`src/design/double_ended_queue_macros.svh`:
```
// Assertion helpers for the deque block.
// Each macro takes a label, clock, active-low reset, a trigger and a check.
`ifndef DOUBLE_ENDED_QUEUE_MACROS_SVH
`define DOUBLE_ENDED_QUEUE_MACROS_SVH

// Check holds in the same cycle as the trigger.
`define DEQ_ASSERT_SAME(label, clk, rst_n, trig, chk) \
    label: assert property (@(posedge clk) disable iff (!(rst_n)) (trig) |-> (chk)) \
        else $error("deque assertion failed");

// Check holds in the cycle after the trigger.
`define DEQ_ASSERT_NEXT(label, clk, rst_n, trig, chk) \
    label: assert property (@(posedge clk) disable iff (!(rst_n)) (trig) |=> (chk)) \
        else $error("deque assertion failed");

`endif

```
`src/design/deq_pkg.sv`:
```
// ----------------------------------------------------------------------------
// deq_pkg
// Shared types and constants for the double-ended queue.
// ----------------------------------------------------------------------------
`default_nettype none

package deq_pkg;

    localparam int DEPTH_DEF     = 16;
    localparam int WORD_BITS_DEF = 32;

    localparam int PUSH_W   = 32;
    localparam int STATUS_W = 2;
    localparam int OCC_W    = 5;

    typedef enum logic {
        OP_INSERT = 1'b0,
        OP_REMOVE = 1'b1
    } t_op;

    typedef enum logic [STATUS_W-1:0] {
        ST_DONE  = 2'd0,
        ST_EMPTY = 2'd1,
        ST_FULL  = 2'd2
    } t_status;

    typedef enum logic {
        S_IDLE = 1'b0,
        S_LOAD = 1'b1
    } t_state;

    // commands from controller to datapath
    typedef struct packed {
        logic accept;   // take the request on the input channel
        logic load;     // move the finished result into the output register
    } t_dp_cmd;

endpackage

`default_nettype wire

```
`src/design/deq_if.sv`:
```
// ----------------------------------------------------------------------------
// deq_req_if / deq_rsp_if
// Valid/ready channels for deque requests and responses.
// ----------------------------------------------------------------------------
`default_nettype none

interface deq_req_if;
    import deq_pkg::*;

    logic                     valid;
    logic                     ready;
    logic                     operation;
    logic                     at_rear;
    logic signed [PUSH_W-1:0] push_value;

    modport source (output valid, output operation, output at_rear, output push_value,
                    input ready);
    modport sink   (input valid, input operation, input at_rear, input push_value,
                    output ready);
endinterface

interface deq_rsp_if;
    import deq_pkg::*;

    logic                     valid;
    logic                     ready;
    logic signed [PUSH_W-1:0] popped_value;
    logic [STATUS_W-1:0]      status;
    logic [OCC_W-1:0]         occupancy;

    modport source (output valid, output popped_value, output status, output occupancy,
                    input ready);
    modport sink   (input valid, input popped_value, input status, input occupancy,
                    output ready);
endinterface

`default_nettype wire

```
`src/design/deq_ctrl.sv`:
```
// ----------------------------------------------------------------------------
// deq_ctrl
// Two-state controller: take a request, then hand its result to the output.
// ----------------------------------------------------------------------------
`default_nettype none
`include "double_ended_queue_macros.svh"

module deq_ctrl (
    input  wire              i_clk,
    input  wire              i_rst_n,
    input  wire              i_in_valid,
    output logic             o_in_ready,
    output logic             o_out_valid,
    input  wire              i_out_ready,
    output deq_pkg::t_dp_cmd o_cmd
);
    import deq_pkg::*;

    t_state r_state;
    t_state n_state;
    logic   r_out_valid;
    logic   n_out_valid;
    logic   w_out_free;
    logic   w_out_stall;

    assign w_out_free  = !r_out_valid || i_out_ready;
    assign w_out_stall = (r_state == S_LOAD) && r_out_valid && !i_out_ready;

    always_ff @(posedge i_clk) begin
        if (!i_rst_n) begin
            r_state     <= S_IDLE;
            r_out_valid <= 1'b0;
        end else begin
            r_state     <= n_state;
            r_out_valid <= n_out_valid;
        end
    end

    // next state
    always_comb begin
        n_state = r_state;
        case (r_state)
            S_IDLE: begin
                if (i_in_valid) n_state = S_LOAD;
            end
            S_LOAD: begin
                if (w_out_free) n_state = S_IDLE;
            end
            default: n_state = S_IDLE;
        endcase
    end

    // outputs
    always_comb begin
        o_in_ready = 1'b0;
        o_cmd      = '0;
        case (r_state)
            S_IDLE: begin
                // nothing is taken while reset is held
                o_in_ready   = i_rst_n;
                o_cmd.accept = i_in_valid && i_rst_n;
            end
            S_LOAD: begin
                o_cmd.load = w_out_free;
            end
            default: ;
        endcase
    end

    always_comb begin
        if (o_cmd.load) n_out_valid = 1'b1;
        else if (i_out_ready) n_out_valid = 1'b0;
        else n_out_valid = r_out_valid;
    end

    assign o_out_valid = r_out_valid;

    `DEQ_ASSERT_NEXT(a_accept_to_load, i_clk, i_rst_n, o_cmd.accept, r_state == S_LOAD)
    `DEQ_ASSERT_NEXT(a_load_sets_valid, i_clk, i_rst_n, o_cmd.load, r_out_valid)
    `DEQ_ASSERT_NEXT(a_stall_holds_load, i_clk, i_rst_n, w_out_stall, r_state == S_LOAD)

endmodule

`default_nettype wire

```
`src/design/deq_dp.sv`:
```
// ----------------------------------------------------------------------------
// deq_dp
// Ring store, front pointer, word count and the output register.
// ----------------------------------------------------------------------------
`default_nettype none
`include "double_ended_queue_macros.svh"

module deq_dp #(
    parameter int DEPTH     = deq_pkg::DEPTH_DEF,
    parameter int WORD_BITS = deq_pkg::WORD_BITS_DEF
) (
    input  wire                                      i_clk,
    input  wire                                      i_rst_n,
    input  deq_pkg::t_dp_cmd                         i_cmd,
    input  wire                                      i_operation,
    input  wire                                      i_at_rear,
    input  wire  signed [deq_pkg::PUSH_W-1:0]        i_push_value,
    output logic signed [deq_pkg::PUSH_W-1:0]        o_popped_value,
    output logic        [deq_pkg::STATUS_W-1:0]      o_status,
    output logic        [deq_pkg::OCC_W-1:0]         o_occupancy
);
    import deq_pkg::*;

    localparam int PTR_W = $clog2(DEPTH);
    localparam int CNT_W = $clog2(DEPTH + 1);
    localparam int SUM_W = PTR_W + 1;

    logic [WORD_BITS-1:0] r_mem [DEPTH];
    logic [WORD_BITS-1:0] r_rd_data;

    logic [PTR_W-1:0] r_front;
    logic [PTR_W-1:0] n_front;
    logic [CNT_W-1:0] r_count;
    logic [CNT_W-1:0] n_count;
    t_status          r_pend_status;
    logic             r_pend_rd;

    logic [PTR_W-1:0] w_slot;
    logic [SUM_W-1:0] w_rear_sum;
    logic [PTR_W-1:0] w_front_dec;
    logic [PTR_W-1:0] w_front_inc;
    logic             w_full;
    logic             w_empty;
    logic             w_remove;
    logic             w_do_write;
    logic             w_do_read;
    t_status          w_status;

    function automatic logic [PTR_W-1:0] wrap(input logic [SUM_W-1:0] s);
        if (s >= SUM_W'(DEPTH)) return PTR_W'(s - SUM_W'(DEPTH));
        else return PTR_W'(s);
    endfunction

    assign w_full   = (r_count == CNT_W'(DEPTH));
    assign w_empty  = (r_count == '0);
    assign w_remove = (i_operation == OP_REMOVE);

    // rear slot: front + count for insert, front + count - 1 for removal
    assign w_rear_sum  = {1'b0, r_front} + SUM_W'(r_count) - SUM_W'(w_remove);
    assign w_front_dec = (r_front == '0) ? PTR_W'(DEPTH - 1) : r_front - 1'b1;
    assign w_front_inc = (r_front == PTR_W'(DEPTH - 1)) ? '0 : r_front + 1'b1;

    always_comb begin
        if (i_at_rear) w_slot = wrap(w_rear_sum);
        else if (w_remove) w_slot = r_front;
        else w_slot = w_front_dec;
    end

    assign w_do_write = i_cmd.accept && !w_remove && !w_full;
    assign w_do_read  = i_cmd.accept && w_remove && !w_empty;

    always_comb begin
        n_front  = r_front;
        n_count  = r_count;
        w_status = ST_DONE;
        if (!w_remove) begin
            if (w_full) begin
                w_status = ST_FULL;
            end else begin
                n_count = r_count + 1'b1;
                if (!i_at_rear) n_front = w_front_dec;
            end
        end else begin
            if (w_empty) begin
                w_status = ST_EMPTY;
            end else begin
                n_count = r_count - 1'b1;
                if (!i_at_rear) n_front = w_front_inc;
            end
        end
    end

    always_ff @(posedge i_clk) begin
        if (!i_rst_n) begin
            r_front <= '0;
            r_count <= '0;
        end else if (i_cmd.accept) begin
            r_front <= n_front;
            r_count <= n_count;
        end
    end

    // ring store, at most one write or one registered read per request
    always_ff @(posedge i_clk) begin
        if (w_do_write) r_mem[w_slot] <= WORD_BITS'($unsigned(i_push_value));
        if (w_do_read) r_rd_data <= r_mem[w_slot];
    end

    always_ff @(posedge i_clk) begin
        if (i_cmd.accept) begin
            r_pend_status <= w_status;
            r_pend_rd     <= w_do_read;
        end
        if (i_cmd.load) begin
            o_popped_value <= r_pend_rd ? $signed(PUSH_W'($unsigned(r_rd_data))) : '0;
            o_status       <= r_pend_status;
            o_occupancy    <= OCC_W'(r_count);
        end
    end

    `DEQ_ASSERT_SAME(a_count_bound, i_clk, i_rst_n, 1'b1, r_count <= CNT_W'(DEPTH))
    `DEQ_ASSERT_NEXT(a_insert_grows, i_clk, i_rst_n, w_do_write, r_count == $past(r_count) + 1'b1)
    `DEQ_ASSERT_NEXT(a_refused_keeps, i_clk, i_rst_n, i_cmd.accept && (w_status != ST_DONE), $stable(r_count) && $stable(r_front))

endmodule

`default_nettype wire

```
`src/design/double_ended_queue.sv`:
```
// Order: a request is taken in IDLE, where the ring is written or its word read into
//   a register; in LOAD the response is registered; a stalled response holds requests.
// Flow: a new request is not taken until the last one's result is loaded, set by the
//   ring memory that sits between accepting a request and loading its result.
// Reset: synchronous, active low; the queue comes up empty with the front
//   pointer at slot 0, no request is taken during reset, memory is not cleared.
// ----------------------------------------------------------------------------
// double_ended_queue
// Bounded deque of words in a circular store, insert/remove at either end.
// ----------------------------------------------------------------------------
`default_nettype none

module double_ended_queue #(
    parameter int DEPTH     = deq_pkg::DEPTH_DEF,
    parameter int WORD_BITS = deq_pkg::WORD_BITS_DEF
) (
    input  wire     i_clk,
    input  wire     i_rst_n,
    deq_req_if.sink   i_req,
    deq_rsp_if.source o_rsp
);
    import deq_pkg::*;

    // controller -> datapath commands
    t_dp_cmd w_cmd;
    logic    w_in_ready;
    logic    w_out_valid;

    // Controller: IDLE takes a transaction, LOAD waits until the output
    // register is empty or being drained, then hands the result over.
    deq_ctrl u_ctrl (
        .i_clk       (i_clk),
        .i_rst_n     (i_rst_n),
        .i_in_valid  (i_req.valid),
        .o_in_ready  (w_in_ready),
        .o_out_valid (w_out_valid),
        .i_out_ready (o_rsp.ready),
        .o_cmd       (w_cmd)
    );

    // Datapath: ring memory indexed from the front pointer and count.
    // Wrap-around uses a compare-and-subtract so DEPTH need not be 2^n.
    deq_dp #(
        .DEPTH     (DEPTH),
        .WORD_BITS (WORD_BITS)
    ) u_dp (
        .i_clk          (i_clk),
        .i_rst_n        (i_rst_n),
        .i_cmd          (w_cmd),
        .i_operation    (i_req.operation),
        .i_at_rear      (i_req.at_rear),
        .i_push_value   (i_req.push_value),
        .o_popped_value (o_rsp.popped_value),
        .o_status       (o_rsp.status),
        .o_occupancy    (o_rsp.occupancy)
    );

    assign i_req.ready = w_in_ready;
    assign o_rsp.valid = w_out_valid;

endmodule

`default_nettype wire
```
`src/flat_wrapper.sv`:
```
// flat-port wrapper written by rule: the top's interface ports become plain ports
module double_ended_queue_flat import deq_pkg::*;
#(
    parameter int DEPTH     = deq_pkg::DEPTH_DEF,
    parameter int WORD_BITS = deq_pkg::WORD_BITS_DEF
)
  (i_clk, i_rst_n, i_req_valid, i_req_operation, i_req_at_rear, i_req_push_value, i_req_ready, o_rsp_valid, o_rsp_popped_value, o_rsp_status, o_rsp_occupancy, o_rsp_ready);
  deq_req_if i_req_i ();
  deq_rsp_if o_rsp_i ();
  input  wire i_clk;
  input  wire i_rst_n;
  input wire logic [$bits(i_req_i.valid)-1:0] i_req_valid;
  input wire logic [$bits(i_req_i.operation)-1:0] i_req_operation;
  input wire logic [$bits(i_req_i.at_rear)-1:0] i_req_at_rear;
  input wire logic [$bits(i_req_i.push_value)-1:0] i_req_push_value;
  output wire logic [$bits(i_req_i.ready)-1:0] i_req_ready;
  output wire logic [$bits(o_rsp_i.valid)-1:0] o_rsp_valid;
  output wire logic [$bits(o_rsp_i.popped_value)-1:0] o_rsp_popped_value;
  output wire logic [$bits(o_rsp_i.status)-1:0] o_rsp_status;
  output wire logic [$bits(o_rsp_i.occupancy)-1:0] o_rsp_occupancy;
  input wire logic [$bits(o_rsp_i.ready)-1:0] o_rsp_ready;
  assign i_req_i.valid = i_req_valid;
  assign i_req_i.operation = i_req_operation;
  assign i_req_i.at_rear = i_req_at_rear;
  assign i_req_i.push_value = i_req_push_value;
  assign i_req_ready = i_req_i.ready;
  assign o_rsp_valid = o_rsp_i.valid;
  assign o_rsp_popped_value = o_rsp_i.popped_value;
  assign o_rsp_status = o_rsp_i.status;
  assign o_rsp_occupancy = o_rsp_i.occupancy;
  assign o_rsp_i.ready = o_rsp_ready;
  double_ended_queue #(.DEPTH(DEPTH), .WORD_BITS(WORD_BITS)) u_core (.i_clk(i_clk), .i_rst_n(i_rst_n), .i_req(i_req_i), .o_rsp(o_rsp_i));
endmodule
```
`config.mk`:
```
export PLATFORM = sky130hd
export DESIGN_NAME = double_ended_queue_flat
export DESIGN_NICKNAME = d
export VERILOG_FILES = /design/src/design/deq_pkg.sv /design/src/design/deq_if.sv /design/src/design/deq_ctrl.sv /design/src/design/deq_dp.sv /design/src/design/double_ended_queue.sv /design/src/flat_wrapper.sv
export VERILOG_INCLUDE_DIRS = /design/src /design/src/design
export SDC_FILE = /design/constraint.sdc
export NUM_CORES = 1
export LEC_CHECK = 0
export BUFFER_PORTS_ARGS = -buffer_cell sky130_fd_sc_hd__buf_2
export CAP_MARGIN = 20
export CELL_PAD_IN_SITES_DETAIL_PLACEMENT = 0
export CELL_PAD_IN_SITES_GLOBAL_PLACEMENT = 2
export CORE_MARGIN = 2
export CORE_UTILIZATION = 50
export CTS_BUF_LIST = sky130_fd_sc_hd__clkbuf_2 sky130_fd_sc_hd__clkbuf_4 sky130_fd_sc_hd__clkbuf_8
export DETAILED_ROUTE_END_ITERATION = 10
export GPL_ROUTABILITY_DRIVEN = 0
export HOLD_SLACK_MARGIN = 0.12
export PLACE_DENSITY_LB_ADDON = 0.1
export SYNTH_ARGS = -nofsm -noshare
export SYNTH_HDL_FRONTEND = slang
export SYNTH_SLANG_ARGS = --single-unit
```
`constraint.sdc`:
```
create_clock -name i_clk -period 5.9 [get_ports i_clk]
set_clock_uncertainty 0.05 [all_clocks]
set_input_delay 0.295 -clock i_clk [delete_from_list [all_inputs] [get_ports i_clk]]
set_output_delay 0.295 -clock i_clk [all_outputs]
set_load 0.05 [all_outputs]
```
==> results.md <==
* Syn Nets at 1395
* Hold Fails Final Rpt at 0
* Ys async rst share at 0%
* Register area share after synthesis at approximately three quarters
* Global-route wire length before repair at 90.4 mm
* Post-synth top flop: edfxtp_1
* Slew margin rel. at 26.7%
* Largest net degree at the start of global routing at between 80 and 90
* Actual transition at the worst max-transition pin at 1100 ps
* # rows at 80
* Global route total overflow at 0
* Crit path kind: flop to flop
* Leading area contributor after synthesis: edfxtp_1
* CORE AREA at 47700 um^2
* CTS tree: yes
* Avg Synthesized Cell Area at between 15 and 20 um^2
* Total track usage at about 25%
* Synth Instances at 1341
* Post-CTS Setup Inserts at 0
* Worst EP arrival at 4900 ps
* Die ar. at 50100 um^2
* Final TNS setup at 0 ps
* FF+latch area at 17800 um^2
* Cell variety after synth at 47
* IO Port Bufs at slightly below 80
* Clk Tree Root Cell: clkbuf_8
* Ports at 79
* Crit path time final at between 4000 and 5000 ps
* Max Cap Viol at 0
* Synth-to-layout area growth at 15.2%
* Die W at 224 um
* Status: completed
* Die H at 224 um
* # clock sinks at 597
* Worst IR Drop VDD at 246 uV
* Pleak at 9.42 nW
* Met2 Use GR at 36.8%
* Post-DP HPWL at 37.4 mm
* Via density at roughly 6
* H-tree Lvls at 3
* Met1 Use GR at 38.6%
* Clk Latency, worst-skew pair at between 600 and 700 ps
* Synth area leaders: edfxtp_1, mux2i_1, mux4_2, a221oi_1, nand2_1
* Area of the multi-input gates at around 6100 um^2
* RSZ-0062 raised after global routing: no
* Clock Path Buffers at 3
* Hold Path Class: input pin to flop
* Max Freq at between 200 and 250 MHz
* DRC Markers at 0
* Initial Util at just over 50%
* Drt pass-1 iters at 5
* TritonCTS Buffers at 98
* Seq cells post-synth at 597
* Top-area cell type share of the netlist area at 72.8%
* Nets at ~1600
* DRT iter0 DRCs at 1558
* Total power at 9.69 mW
* Ys Warns at 0
* DR vias at 13400
* Fillers at between 3000 and 4000
* Max-slew violations at 0
* Busiest grt layer: met1
* Synth Cell Area at about 24000 um^2
* Vias in the first global route at 13400
* Layout cell share with drive strength beyond 1 at 22.8%
* CP max FO at 86
* Cell area after layout at 27800 um^2
* Initial antenna violation count at 7
* Worst setup EP type: flop
* Final Cycle Share at 77.4%
* Crit start category: flop
* Routed WL at 61.8 mm
* Crit path required time at 6240 ps
* Post-placement cell area at ~26000 um^2
* Met3 usage at 5.84%
* Antenna Nets Post-Route at 0
* Average wire per standard cell at 28.1 um
* Post-synth EDFFs at 586
* N_diodes at 0
* Final setup violation count at 0
* Power density cells at roughly 350 nW/um^2
* Clock transition at path regs at 60 ps
==> worst paths after layout <==
check | from | end | slack [ps] | cells past startpoint
setup / recovery | u_core.u_dp.r_count[0]$_SDFFE_PN0P_ | u_core.u_dp.r_rd_data[15]$_DFFE_PP_ | 1330 | 13
hold / removal | i_req_operation | u_core.u_dp.r_pend_status[0]$_SDFFCE_PN0P_ | 200 | 2
setup reg to reg | u_core.u_dp.r_count[0]$_SDFFE_PN0P_ | u_core.u_dp.r_rd_data[15]$_DFFE_PP_ | 1330 | 13
hold reg to reg | u_core.u_dp.r_pend_status[0]$_SDFFCE_PN0P_ | u_core.u_dp.o_status[0]$_DFFE_PP_ | 370 | 0
==> logic make-up (layout without fill, tap and decap cells) <==
| group | Yosys count | after routing | synth area share (%) |
|---|---|---|---|
| adders and majority gates | 16 | 16 | 0.891 |
| AOI/OAI and AO/OA | 190 | 190 | 6.37 |
| xor gates and xnor gates | 11 | 11 | 0.399 |
| DFF | 597 | 597 | 73.7 |
| and+or+nand+nor | 204 | 204 | 4.00 |
| buffers and inverters | 97 | 341 | 1.92 |
| muxes | 226 | 226 | 12.7 |
==> sequential cells by signal (all words and copies together) (netlist names) <==
register	flops
u_core.u_ctrl.r_state	1
u_core.u_dp.r_front	4
u_core.u_dp.o_status	2
u_core.u_dp.r_pend_rd	1
u_core.u_dp.r_rd_data	32
u_core.u_dp.r_pend_status	2
u_core.u_dp.o_occupancy	5
u_core.u_dp.o_popped_value	32
u_core.u_ctrl.o_out_valid	1
u_core.u_dp.r_mem	512
u_core.u_dp.r_count	5
==> per-stage QoR <==
step / cells / hold slack, ps / util, % / setup slack (ps)
CTS: 2200 / 154 / 58.3 / 1320
global route: 2200 / 172 / 58.3 / 1130
global placement: 1977 / 354 / 53.0 / 1240
detailed placement: 1988 / 355 / 53.4 / 1150
floorplan: 1341 / 344 / - / 1540
finish: 2200 / 201 / 58.3 / 1330
==> synthesized netlist by cell type, drive strengths merged, types with 2 or more instances <==
master and number:
buf 45, o211a 2, nor2b 13, nor3 2, edfxtp 586, xnor2 8, dfxtp 11, nand2b 3
fa 2, nand3 9, mux4 64, a21o 6, and2 38, or2 2, a31oi 33, mux2i 162
a221oi 63, nand2 107, a32oi 31, nand4 2, nor2 25, o22a 32, o21ai 4, xor2 3
a21oi 8, inv 15, ha 14, clkbuf 37, a21boi 3, a311oi 3
==> critical path, stage by stage, from the launching register on <==
cell	delay, ps
dfxtp_1	420
inv_1	110
ha_1	280
inv_1	90
ha_4	130
inv_1	50
fa_1	550
nand2b_1	210
o31ai_4	270
buf_12	500
buf_4	630
mux4_2	400
a221oi_1	360
a31oi_1	70
==> power breakdown <==
part           switching [mW]  internal, mW
logic                   0.857         0.473
clock network            1.61          1.98
registers              0.0257          4.74
total                    2.50          7.20
==> metal layers <==
layer,wire length [um],vias to the layer above
li1,-,5812
met1,28400,6932
met2,27300,543
met3,5000,89
met4,1080,4
met5,23,-
==> timing repair <==
item                                    in CTS  in global routing
endpoints found under the setup margin       0                  0
gates resized for setup                      0                  0
hold buffers                                38                  0
endpoints found under the hold margin      523                  0
==> layout make-up <==
type	instances	share of cell area, %
Clock buffer	136	5.91
Clock inverter	38	1.07
Inverter	15	0.202
Multi-Input combinational cell	647	21.7
Sequential cell	597	64.0
Tap cell	615	2.76
Timing Repair Buffer	152	4.31
==> layout by cell type (no fill, tap or decap), types with 13 or more instances in the layout <==
| cell type | n |
|---|---|
| edfxtp_1 | 586 |
| mux2i_1 | 162 |
| nand2_1 | 107 |
| clkbuf_8 | 100 |
| buf_2 | 78 |
| mux4_2 | 64 |
| a221oi_1 | 63 |
| and2_1 | 38 |
| dlygate4sd3_1 | 38 |
| clkbuf_4 | 36 |
| a31oi_1 | 33 |
| o22a_1 | 32 |
| a32oi_1 | 31 |
| buf_4 | 24 |
| clkinv_1 | 22 |
| nor2_4 | 18 |
| inv_1 | 15 |
| ha_1 | 13 |
(Power assumes the default switching activity.)
